<file path="src/hdl/sgra_pkg.sv">
// shared constants and types for the serial gamepad report assembler
package sgra_pkg;

	localparam int unsigned BYTE_W   = 8;
	localparam int unsigned BTN_W    = 14;
	localparam int unsigned HAT_W    = 4;

	typedef logic [BYTE_W-1:0] byte_t;
	typedef logic [BTN_W-1:0]  btn_t;
	typedef logic [HAT_W-1:0]  hat_t;

	localparam byte_t STICK_NEUTRAL = 8'd128;
	localparam hat_t  HAT_TOP       = 4'd0;
	localparam hat_t  HAT_RIGHT     = 4'd2;
	localparam hat_t  HAT_BOTTOM    = 4'd4;
	localparam hat_t  HAT_LEFT      = 4'd6;
	localparam hat_t  HAT_CENTRE    = 4'd8;

	// command characters
	localparam byte_t CMD_Y       = 8'h59;
	localparam byte_t CMD_B       = 8'h42;
	localparam byte_t CMD_A       = 8'h41;
	localparam byte_t CMD_X       = 8'h58;
	localparam byte_t CMD_L       = 8'h4C;
	localparam byte_t CMD_R       = 8'h52;
	localparam byte_t CMD_ZL      = 8'h5A;
	localparam byte_t CMD_ZR      = 8'h56;
	localparam byte_t CMD_MINUS   = 8'h4D;
	localparam byte_t CMD_PLUS    = 8'h50;
	localparam byte_t CMD_LCLICK  = 8'h55;
	localparam byte_t CMD_RCLICK  = 8'h49;
	localparam byte_t CMD_HOME    = 8'h48;
	localparam byte_t CMD_CAPTURE = 8'h43;
	localparam byte_t CMD_HAT_TOP = 8'h31;
	localparam byte_t CMD_HAT_RT  = 8'h34;
	localparam byte_t CMD_HAT_BOT = 8'h32;
	localparam byte_t CMD_HAT_LT  = 8'h33;
	localparam byte_t CMD_HAT_CTR = 8'h44;
	localparam byte_t CMD_RESET   = 8'h30;

	// one report word
	typedef struct packed {
		btn_t  buttons;
		hat_t  hat;
		byte_t left_x;
		byte_t left_y;
		byte_t right_x;
		byte_t right_y;
	} pad_word_t;

endpackage

</file>
<file path="src/hdl/sgra_ifs.sv">
// valid/ready channel interfaces for serial bytes and gamepad reports
interface sgra_byte_if
	import sgra_pkg::*;
();
	logic  valid;
	logic  ready;
	byte_t rx_byte;

	modport source (output valid, output rx_byte, input ready);
	modport sink   (input valid, input rx_byte, output ready);
endinterface

interface sgra_report_if
	import sgra_pkg::*;
();
	logic  valid;
	logic  ready;
	btn_t  buttons;
	hat_t  hat;
	byte_t left_x;
	byte_t left_y;
	byte_t right_x;
	byte_t right_y;

	modport source (output valid, output buttons, output hat, output left_x, output left_y,
		output right_x, output right_y, input ready);
	modport sink   (input valid, input buttons, input hat, input left_x, input left_y,
		input right_x, input right_y, output ready);
endinterface

</file>
<file path="src/hdl/serial_gamepad_report_assembler_core.sv">
// serial gamepad report assembler: parses received bytes into gamepad reports
//
// channels: rx carries one received serial byte per word; report carries one
// assembled gamepad report per word (buttons, hat, four stick bytes)
// a packet is: left-stick flag, optional x/y, right-stick flag, optional
// x/y, count byte, then count command characters
// one report word leaves after the last command byte, or after the count byte
// when the count is zero; all other bytes produce nothing
// the final byte is caught in the input register, then its report lands in the
// report register
// throughput: one byte per cycle unless a report stalls; the only work per byte
// is a small state update between the input register and the report register
// reset: arst_n clears the parse state to waiting for the left-stick flag,
// buttons to zero, hat to centre, sticks to 128, and drops both valids
// stall: a report waiting on report.ready is held stable; bytes that produce
// no report keep flowing, and the input register stops only when it holds a
// report-producing byte that cannot yet move into the report register
module serial_gamepad_report_assembler_core
	import sgra_pkg::*;
(
	input  logic        clk,
	input  logic        arst_n,
	sgra_byte_if.sink   rx,
	sgra_report_if.source report
);

	// parse phases
	localparam logic [2:0] PH_LFLAG = 3'd0;
	localparam logic [2:0] PH_LX    = 3'd1;
	localparam logic [2:0] PH_LY    = 3'd2;
	localparam logic [2:0] PH_RFLAG = 3'd3;
	localparam logic [2:0] PH_RX    = 3'd4;
	localparam logic [2:0] PH_RY    = 3'd5;
	localparam logic [2:0] PH_COUNT = 3'd6;
	localparam logic [2:0] PH_CMDS  = 3'd7;

	// input register
	logic    valid_s1;
	byte_t   byte_s1;

	// parse state
	logic [2:0] phase_q;
	byte_t      cnt_q;
	btn_t       btn_q;
	hat_t       hat_q;
	byte_t      lx_q, ly_q, rx_q, ry_q;

	// report register
	logic      out_valid_q;
	pad_word_t out_q;

	// next-state values
	logic [2:0] phase_d;
	byte_t      cnt_d;
	btn_t       btn_d;
	hat_t       hat_d;
	byte_t      lx_d, ly_d, rx_d, ry_d;
	logic       emit;

	logic out_free;
	logic adv_s1;

	// report register can take a new word this cycle
	assign out_free = !out_valid_q || report.ready;
	// byte in s1 is consumed unless it needs the report register and it is busy
	assign adv_s1   = valid_s1 && (!emit || out_free);
	assign rx.ready = !valid_s1 || adv_s1;

	always_comb begin
		phase_d = phase_q;
		cnt_d   = cnt_q;
		btn_d   = btn_q;
		hat_d   = hat_q;
		lx_d    = lx_q;
		ly_d    = ly_q;
		rx_d    = rx_q;
		ry_d    = ry_q;
		emit    = 1'b0;
		unique case (phase_q)
			PH_LFLAG: begin
				// packet start clears the report
				btn_d   = '0;
				hat_d   = HAT_CENTRE;
				lx_d    = STICK_NEUTRAL;
				ly_d    = STICK_NEUTRAL;
				rx_d    = STICK_NEUTRAL;
				ry_d    = STICK_NEUTRAL;
				phase_d = (byte_s1 != '0) ? PH_LX : PH_RFLAG;
			end
			PH_LX: begin
				lx_d    = byte_s1;
				phase_d = PH_LY;
			end
			PH_LY: begin
				ly_d    = byte_s1;
				phase_d = PH_RFLAG;
			end
			PH_RFLAG: begin
				phase_d = (byte_s1 != '0) ? PH_RX : PH_COUNT;
			end
			PH_RX: begin
				rx_d    = byte_s1;
				phase_d = PH_RY;
			end
			PH_RY: begin
				ry_d    = byte_s1;
				phase_d = PH_COUNT;
			end
			PH_COUNT: begin
				cnt_d = byte_s1;
				if (byte_s1 == '0) begin
					emit    = 1'b1;
					phase_d = PH_LFLAG;
				end else begin
					phase_d = PH_CMDS;
				end
			end
			PH_CMDS: begin
				case (byte_s1)
					CMD_Y:       btn_d = btn_q | BTN_W'(1 << 0);
					CMD_B:       btn_d = btn_q | BTN_W'(1 << 1);
					CMD_A:       btn_d = btn_q | BTN_W'(1 << 2);
					CMD_X:       btn_d = btn_q | BTN_W'(1 << 3);
					CMD_L:       btn_d = btn_q | BTN_W'(1 << 4);
					CMD_R:       btn_d = btn_q | BTN_W'(1 << 5);
					CMD_ZL:      btn_d = btn_q | BTN_W'(1 << 6);
					CMD_ZR:      btn_d = btn_q | BTN_W'(1 << 7);
					CMD_MINUS:   btn_d = btn_q | BTN_W'(1 << 8);
					CMD_PLUS:    btn_d = btn_q | BTN_W'(1 << 9);
					CMD_LCLICK:  btn_d = btn_q | BTN_W'(1 << 10);
					CMD_RCLICK:  btn_d = btn_q | BTN_W'(1 << 11);
					CMD_HOME:    btn_d = btn_q | BTN_W'(1 << 12);
					CMD_CAPTURE: btn_d = btn_q | BTN_W'(1 << 13);
					CMD_HAT_TOP: hat_d = HAT_TOP;
					CMD_HAT_RT:  hat_d = HAT_RIGHT;
					CMD_HAT_BOT: hat_d = HAT_BOTTOM;
					CMD_HAT_LT:  hat_d = HAT_LEFT;
					CMD_HAT_CTR: hat_d = HAT_CENTRE;
					CMD_RESET: begin
						// hat is left alone on a reset command
						btn_d = '0;
						lx_d  = STICK_NEUTRAL;
						ly_d  = STICK_NEUTRAL;
						rx_d  = STICK_NEUTRAL;
						ry_d  = STICK_NEUTRAL;
					end
					default: ; // unknown characters still count
				endcase
				// count down; last command closes the packet
				if (cnt_q != '0) begin
					cnt_d = cnt_q - 8'd1;
				end
				if (cnt_d == '0) begin
					emit    = 1'b1;
					phase_d = PH_LFLAG;
				end
			end
			default: phase_d = PH_LFLAG;
		endcase
	end

	// input register
	always_ff @(posedge clk or negedge arst_n) begin
		if (!arst_n) begin
			valid_s1 <= 1'b0;
		end else if (rx.ready) begin
			valid_s1 <= rx.valid;
		end
	end

	always_ff @(posedge clk) begin
		if (rx.valid && rx.ready) begin
			byte_s1 <= rx.rx_byte;
		end
	end

	// parse state
	always_ff @(posedge clk or negedge arst_n) begin
		if (!arst_n) begin
			phase_q <= PH_LFLAG;
			cnt_q   <= '0;
			btn_q   <= '0;
			hat_q   <= HAT_CENTRE;
			lx_q    <= STICK_NEUTRAL;
			ly_q    <= STICK_NEUTRAL;
			rx_q    <= STICK_NEUTRAL;
			ry_q    <= STICK_NEUTRAL;
		end else if (adv_s1) begin
			phase_q <= phase_d;
			cnt_q   <= cnt_d;
			btn_q   <= btn_d;
			hat_q   <= hat_d;
			lx_q    <= lx_d;
			ly_q    <= ly_d;
			rx_q    <= rx_d;
			ry_q    <= ry_d;
		end
	end

	// report register
	always_ff @(posedge clk or negedge arst_n) begin
		if (!arst_n) begin
			out_valid_q <= 1'b0;
		end else if (out_free) begin
			out_valid_q <= adv_s1 && emit;
		end
	end

	always_ff @(posedge clk) begin
		if (out_free && adv_s1 && emit) begin
			out_q <= '{buttons: btn_d, hat: hat_d, left_x: lx_d, left_y: ly_d,
				right_x: rx_d, right_y: ry_d};
		end
	end

	assign report.valid   = out_valid_q;
	assign report.buttons = out_q.buttons;
	assign report.hat     = out_q.hat;
	assign report.left_x  = out_q.left_x;
	assign report.left_y  = out_q.left_y;
	assign report.right_x = out_q.right_x;
	assign report.right_y = out_q.right_y;

endmodule

</file>
<file path="src/flat_wrapper.sv">
// flat-port wrapper written by rule: the top's interface ports become plain ports
module serial_gamepad_report_assembler_core_flat import sgra_pkg::*;
  (clk, arst_n, rx_valid, rx_rx_byte, rx_ready, report_valid, report_buttons, report_hat, report_left_x, report_left_y, report_right_x, report_right_y, report_ready);
  sgra_byte_if rx_i ();
  sgra_report_if report_i ();
  input  logic clk;
  input  logic arst_n;
  input wire logic [$bits(rx_i.valid)-1:0] rx_valid;
  input wire logic [$bits(rx_i.rx_byte)-1:0] rx_rx_byte;
  output wire logic [$bits(rx_i.ready)-1:0] rx_ready;
  output wire logic [$bits(report_i.valid)-1:0] report_valid;
  output wire logic [$bits(report_i.buttons)-1:0] report_buttons;
  output wire logic [$bits(report_i.hat)-1:0] report_hat;
  output wire logic [$bits(report_i.left_x)-1:0] report_left_x;
  output wire logic [$bits(report_i.left_y)-1:0] report_left_y;
  output wire logic [$bits(report_i.right_x)-1:0] report_right_x;
  output wire logic [$bits(report_i.right_y)-1:0] report_right_y;
  input wire logic [$bits(report_i.ready)-1:0] report_ready;
  assign rx_i.valid = rx_valid;
  assign rx_i.rx_byte = rx_rx_byte;
  assign rx_ready = rx_i.ready;
  assign report_valid = report_i.valid;
  assign report_buttons = report_i.buttons;
  assign report_hat = report_i.hat;
  assign report_left_x = report_i.left_x;
  assign report_left_y = report_i.left_y;
  assign report_right_x = report_i.right_x;
  assign report_right_y = report_i.right_y;
  assign report_i.ready = report_ready;
  serial_gamepad_report_assembler_core u_core (.clk(clk), .arst_n(arst_n), .rx(rx_i), .report(report_i));
endmodule
</file>
<file path="config.mk">
export PLATFORM = sky130hd
export DESIGN_NAME = serial_gamepad_report_assembler_core_flat
export DESIGN_NICKNAME = d
export VERILOG_FILES = /design/src/hdl/sgra_pkg.sv /design/src/hdl/sgra_ifs.sv /design/src/hdl/serial_gamepad_report_assembler_core.sv /design/src/flat_wrapper.sv
export SDC_FILE = /design/constraint.sdc
export NUM_CORES = 1
export LEC_CHECK = 0
export BUFFER_PORTS_ARGS = -buffer_cell sky130_fd_sc_hd__buf_2
export CELL_PAD_IN_SITES_DETAIL_PLACEMENT = 0
export CELL_PAD_IN_SITES_GLOBAL_PLACEMENT = 1
export CORE_ASPECT_RATIO = 1.1
export CORE_UTILIZATION = 40
export CTS_CLUSTER_DIAMETER = 40
export CTS_CLUSTER_SIZE = 28
export DETAILED_ROUTE_END_ITERATION = 10
export PLACE_DENSITY = 0.69
export SKIP_LAST_GASP = 1
export SYNTH_ARGS = -nofsm -noshare
export SYNTH_HDL_FRONTEND = slang
export SYNTH_SLANG_ARGS = --single-unit
</file>
<file path="constraint.sdc">
create_clock -name clk -period 10.25 [get_ports clk]
set_input_delay 2.5625 -clock clk [delete_from_list [all_inputs] [get_ports clk]]
set_output_delay 2.5625 -clock clk [all_outputs]
set_load 0.05 [all_outputs]
</file>
==> After elaboration in Yosys (flattened, before gate mapping) <==
Index checks and enable logic that the tools add are counted.
{ "word_totals": {"ff_bits": 121, "latchBits": 0, "mem_bits_rw": 0, "romBits": 0, "input_bits": 12, "output_inout_bits": 52, "word_cells": 88, "mem_count": 0} }
{ "classes": {"addsub": 1, "n_mul": 0, "n_div": 0, "n_lt_le_gt_ge": 0, "eq_ne": 28, "n_shift": 0, "muxes": 23, "n_bitwise": 0, "n_reduce_logical": 19} }
{ "ops": {"columns": ["cell", "n"], "rows": [
  ["14-bit case mux with 15 select lines", 1],
  ["8-bit by 7-bit == test with 1-bit output, second input constant", 15],
  ["8-bit case mux with 3 select lines", 4],
  ["8-bit 2-to-1 mux", 6],
  ["8-bit by 6-bit == test with 1-bit output, second input constant", 5],
  ["14-bit case mux with 2 select lines", 1],
  ["3-bit case mux with 8 select lines", 1],
  ["4-bit case mux with 5 select lines", 1],
  ["8-bit logical NOT", 2],
  ["8-bit case mux with 2 select lines", 1],
  ["8-bit nonzero test", 2],
  ["3-bit == test, second input constant", 4],
  ["4-bit case mux with 2 select lines", 1],
  ["8-bit by 1-bit subtractor with 8-bit output, second input constant", 1],
  ["3-bit by 2-bit == test with 1-bit output, second input constant", 2],
  ["3-bit 2-to-1 mux", 2],
  ["1-bit logical AND", 5],
  ["2-bit 2-to-1 mux", 2],
  ["2-bit AND reduction", 2],
  ["3-bit by 1-bit == test with 1-bit output, second input constant", 1],
  ["1-bit logical NOT", 3],
  ["3-bit logical NOT", 1],
  ["1-bit logical OR", 3],
  ["1-bit 2-to-1 mux", 2],
  ["3 further kinds", 3]
]} }

==> Logic depth before layout (Yosys ltp) <==
{ "depth": {"word_depth": 11, "depth_mapped": 12, "ltp_nobuf": 8} }

==> Worst setup path before layout <==
OpenSTA, ideal clock, no wires.
{ "synth_path": {"kind": "input to output", "start": "input report_ready", "end": "output rx_ready", "arrival_time_ns": 3.180, "t_required_ns": 7.688, "path_slack_ns": 4.508, "stages": 3, "n_path_buf": 0, "path_cell_list": "nor2b_1 -> and3_1 -> inv_1"} }
{ "synth_between": {"elab_chain_cells": 4} }
{ "synth_lines": {"columns": ["element", "line", "text"], "rows": [
  ["start: declaration", "flat_wrapper.sv:18", "input wire logic [$bits(report_i.ready)-1:0] report_ready;"],
  ["1-bit logical OR", "serial_gamepad_report_assembler_core.sv:64", "assign out_free = !out_valid_q || report.ready;"],
  ["1-bit logical OR", "serial_gamepad_report_assembler_core.sv:66", "assign adv_s1 = valid_s1 && (!emit || out_free);"],
  ["1-bit logical AND", "serial_gamepad_report_assembler_core.sv:66", null],
  ["1-bit logical OR", "serial_gamepad_report_assembler_core.sv:67", "assign rx.ready = !valid_s1 || adv_s1;"],
  ["end: declaration", "flat_wrapper.sv:10", "output wire logic [$bits(rx_i.ready)-1:0] rx_ready;"]
]} }
Every way passes these cells.

==> Worst setup path after layout <==
Ends and elaborated chain as after synthesis.

==> results by group <==
Status
  • Run status: finished, final reports clean

Power
  • Tot Pwr: 1.75 mW
  • Worst VDD drop: 0.122 mV
  • PwrDens: 268 nW/um^2
  • LEAKAGE: 2.74 nW

STA
  • Worst slew pin tran: 1.09 ns
  • Hold Vio Cnt, Final: 0
  • Final setup fails: 0
  • RSZ-0062 raised after global routing: false
  • Fmax: 164 MHz
  • Setup_tns: 0 ns
  • Slew Viols, Final: 0
  • Final Critical Period: 6.10 ns
  • Tcrit/Tclk final: 59.5%
  • Slew HR: 26.8%
  • Clock skew: 0.00614 ns

Clock network
  • TritonCTS clock tree: built
  • Resize count post-CTS: 0
  • Worst-Skew Late Latency: 0.41 ns
  • Clk root buf: clkbuf_16
  • TritonCTS sink count: 121
  • H-tree Lvls: 4
  • Num CTS Buffers: 17
  • CTS Buffer Depth: 2
  • Cts hold-fix bufs: 0
  • CTS clk-pin slew, worst paths: 0.05 ns
  • Setup Buffers After CTS: 0

Critical path
  • CP max stage delay: 0.37 ns
  • Peak fanout along the critical path: 5
  • Worst Setup Start Kind: input port
  • Worst Setup End Kind: primary output
  • Critical path's slowest cell: nor2b_1
  • Critical Path, Cell by Cell: buf_2, nor2b_1, and3_1, inv_1, buf_2
  • Setup CP Type: input port to primary output
  • WP data required: 7.69 ns
  • Crit path top cell by count: buf_2
  • Worst Path Arrival: 3.54 ns

Finish
  • Fin util: 48.6%
  • Synth-to-Final Area Change: 17.0%
  • Most frequent cells in the layout: a22o_1, buf_2, dfrtp_1, edfxtp_1, nand2_1
  • Nets@finish: 519
  • Fraction of layout instances using a drive strength above 1: 23.7%
  • Most common cell after layout, fill and taps aside: a22o_1
  • # diodes: 0

Place
  • GP Congestion: 0.820
  • Port Buffer Count: 63
  • Detailed-placement wirelength estimate: 8300 um

Detailed routing
  • DR vias: 4007
  • First-pass DRT Iterations: 5
  • Post-route antenna net violation count: 0
  • Wire length per cell: 18.5 um
  • DRC Markers: 0
  • Total Wirelength: 13000 um
  • Starting DRC count in detailed routing: 247
  • Drt via density: 5.71

Synth
  • Syn. warnings: 0
  • Synth async-reset ratio: 52.1%
  • EDFF count, synth: 58
  • Avg Inst Size Synth: 12.3 um^2
  • Netlist cell types: 66
  • Synthesized area: 5580 um^2
  • Register area share after synthesis: 59.6%
  • Synth Flop Type: edfxtp_1
  • Register bit total from synthesis: 121
  • Syn nets: 469
  • Syn Inst Count: 455

GRT
  • First-pass GRT wire length: 20800 um
  • Number of global-route vias before repair: 3833
  • Initial antenna violation count: 0
  • Remaining global-route overflow: 0
  • Met3 usage: 4.86%
  • Total Routing Usage GR: 19.3%
  • Most Crowded Layer GR: met2
  • Largest net degree at the start of global routing: 64
  • Met1 Usage GRT: 26.6%
  • Met2 usage: 29.6%

Die
  • Die H: 126 um
  • Die area: 14400 um^2
  • Boundary Pins: 64
  • Cell row count: 44
  • Die width: 115 um
  • Core Region: 13400 um^2
  • Initial Utilization: 41.6%

Hold path
  • Min-delay worst type: register to register

Job
  • Max-Cap Viols: 0
[flip-flops by register name, indices dropped and copies added (netlist names)]
name                   cells
u_core.btn_q              14
u_core.report.buttons     14
u_core.byte_s1             8
u_core.cnt_q               8
u_core.lx_q                8
u_core.ly_q                8
u_core.report.left_x       8
u_core.report.left_y       8
u_core.report.right_x      8
u_core.report.right_y      8
u_core.rx_q                8
u_core.ry_q                8
u_core.hat_q               4
u_core.report.hat          4
u_core.phase_q             3
u_core.report.valid        1
u_core.valid_s1            1
[logic make-up after synthesis]
| logic type | synth area share (%) |
|---|---|
| xor+xnor | 0.157 |
| compound gates | 22.0 |
| mux | 0.605 |
| flops | 59.6 |
| simple gates | 13.2 |
| buf+inv | 4.01 |
| fa+ha+maj | 0.448 |
[cells in the mapped netlist (2+ instances only)]
cell	instances	area share, %
a22o_1	65	10
dfrtp_1	58	26
edfxtp_1	58	31
nand2_1	33	2.2
nor2_1	23	1.5
clkbuf_1	19	1.3
o21ai_0	19	1.7
a21oi_1	12	1.1
nor3_1	12	1.1
buf_2	11	0.99
nand3_1	11	0.99
inv_1	10	0.67
a32o_1	8	1.4
and3_1	8	0.90
nor2b_1	6	0.67
and2_1	5	0.56
buf_6	5	1.0
dfstp_2	5	2.4
nand4_1	5	0.56
o2bb2ai_1	5	0.78
a31oi_1	4	0.45
a32oi_1	4	0.63
o21ai_2	4	0.63
o22ai_1	4	0.45
a21o_1	3	0.40
nand2b_1	3	0.34
nor4_1	3	0.34
or3_1	3	0.34
a211oi_1	2	0.27
a22oi_1	2	0.27
a31o_2	2	0.31
ha_1	2	0.45
mux2_1	2	0.40
nor2_2	2	0.22
nor3b_1	2	0.27
nor4_4	2	0.76
o211ai_1	2	0.27
o22a_1	2	0.31
o41ai_4	2	0.99
[routing by layer]
layer  part of all wire [%]  up-vias
li1                       -     1870
met1                     47     2017
met2                     47      108
met3                    4.3       12
met4                    1.2        0
met5                      0        -
[metrics by stage]
step           std cells  area (um^2)  worst slack, ns  hold WS [ns]
2_1_floorplan        455         5580             4.51         0.446
3_3_place_gp         670         5970             4.19         0.454
3_5_place_dp         670         5970             4.14         0.460
4_1_cts              702         6530             4.13         0.468
5_1_grt              702         6530             4.06         0.488
6_report             702         6530             4.15         0.468
[critical path, delay by kind of cell]
kind,cells,cell delay [ns]
buffers and inverters,3,0.34
AND/OR/NAND/NOR,2,0.63
[power breakdown]
part           switching, mW  leakage (nW)  total (mW)  internal [mW]
clock network          0.199         0.275       0.559          0.360
logic                  0.263          1.08       0.451          0.188
registers              0.115          1.38       0.738          0.622
[layout make-up]
class	count	area [um^2]
clock buffer	22	454
clock inverter	10	101
fill	1223	6900
inverter	11	41.3
multi-input combinational	288	2040
sequential	121	3320
tap	184	230
timing repair buffer	66	338
[final timing paths]
path                       slack, ns         startpoint  cells past startpoint                to
hold reg to reg                 0.47     u_core.lx_q[7]                      2    u_core.lx_q[7]
setup reg to reg                6.93  u_core.phase_q[0]                      5    u_core.lx_q[4]
max in group asynchronous       7.34             arst_n                      2  u_core.btn_q[10]
min in group asynchronous       2.32             arst_n                      2   u_core.cnt_q[4]
hold / removal                  0.47     u_core.lx_q[7]                      2    u_core.lx_q[7]
setup / recovery                4.15       report_ready                      5          rx_ready
Power figures use the tool's default switching activity.
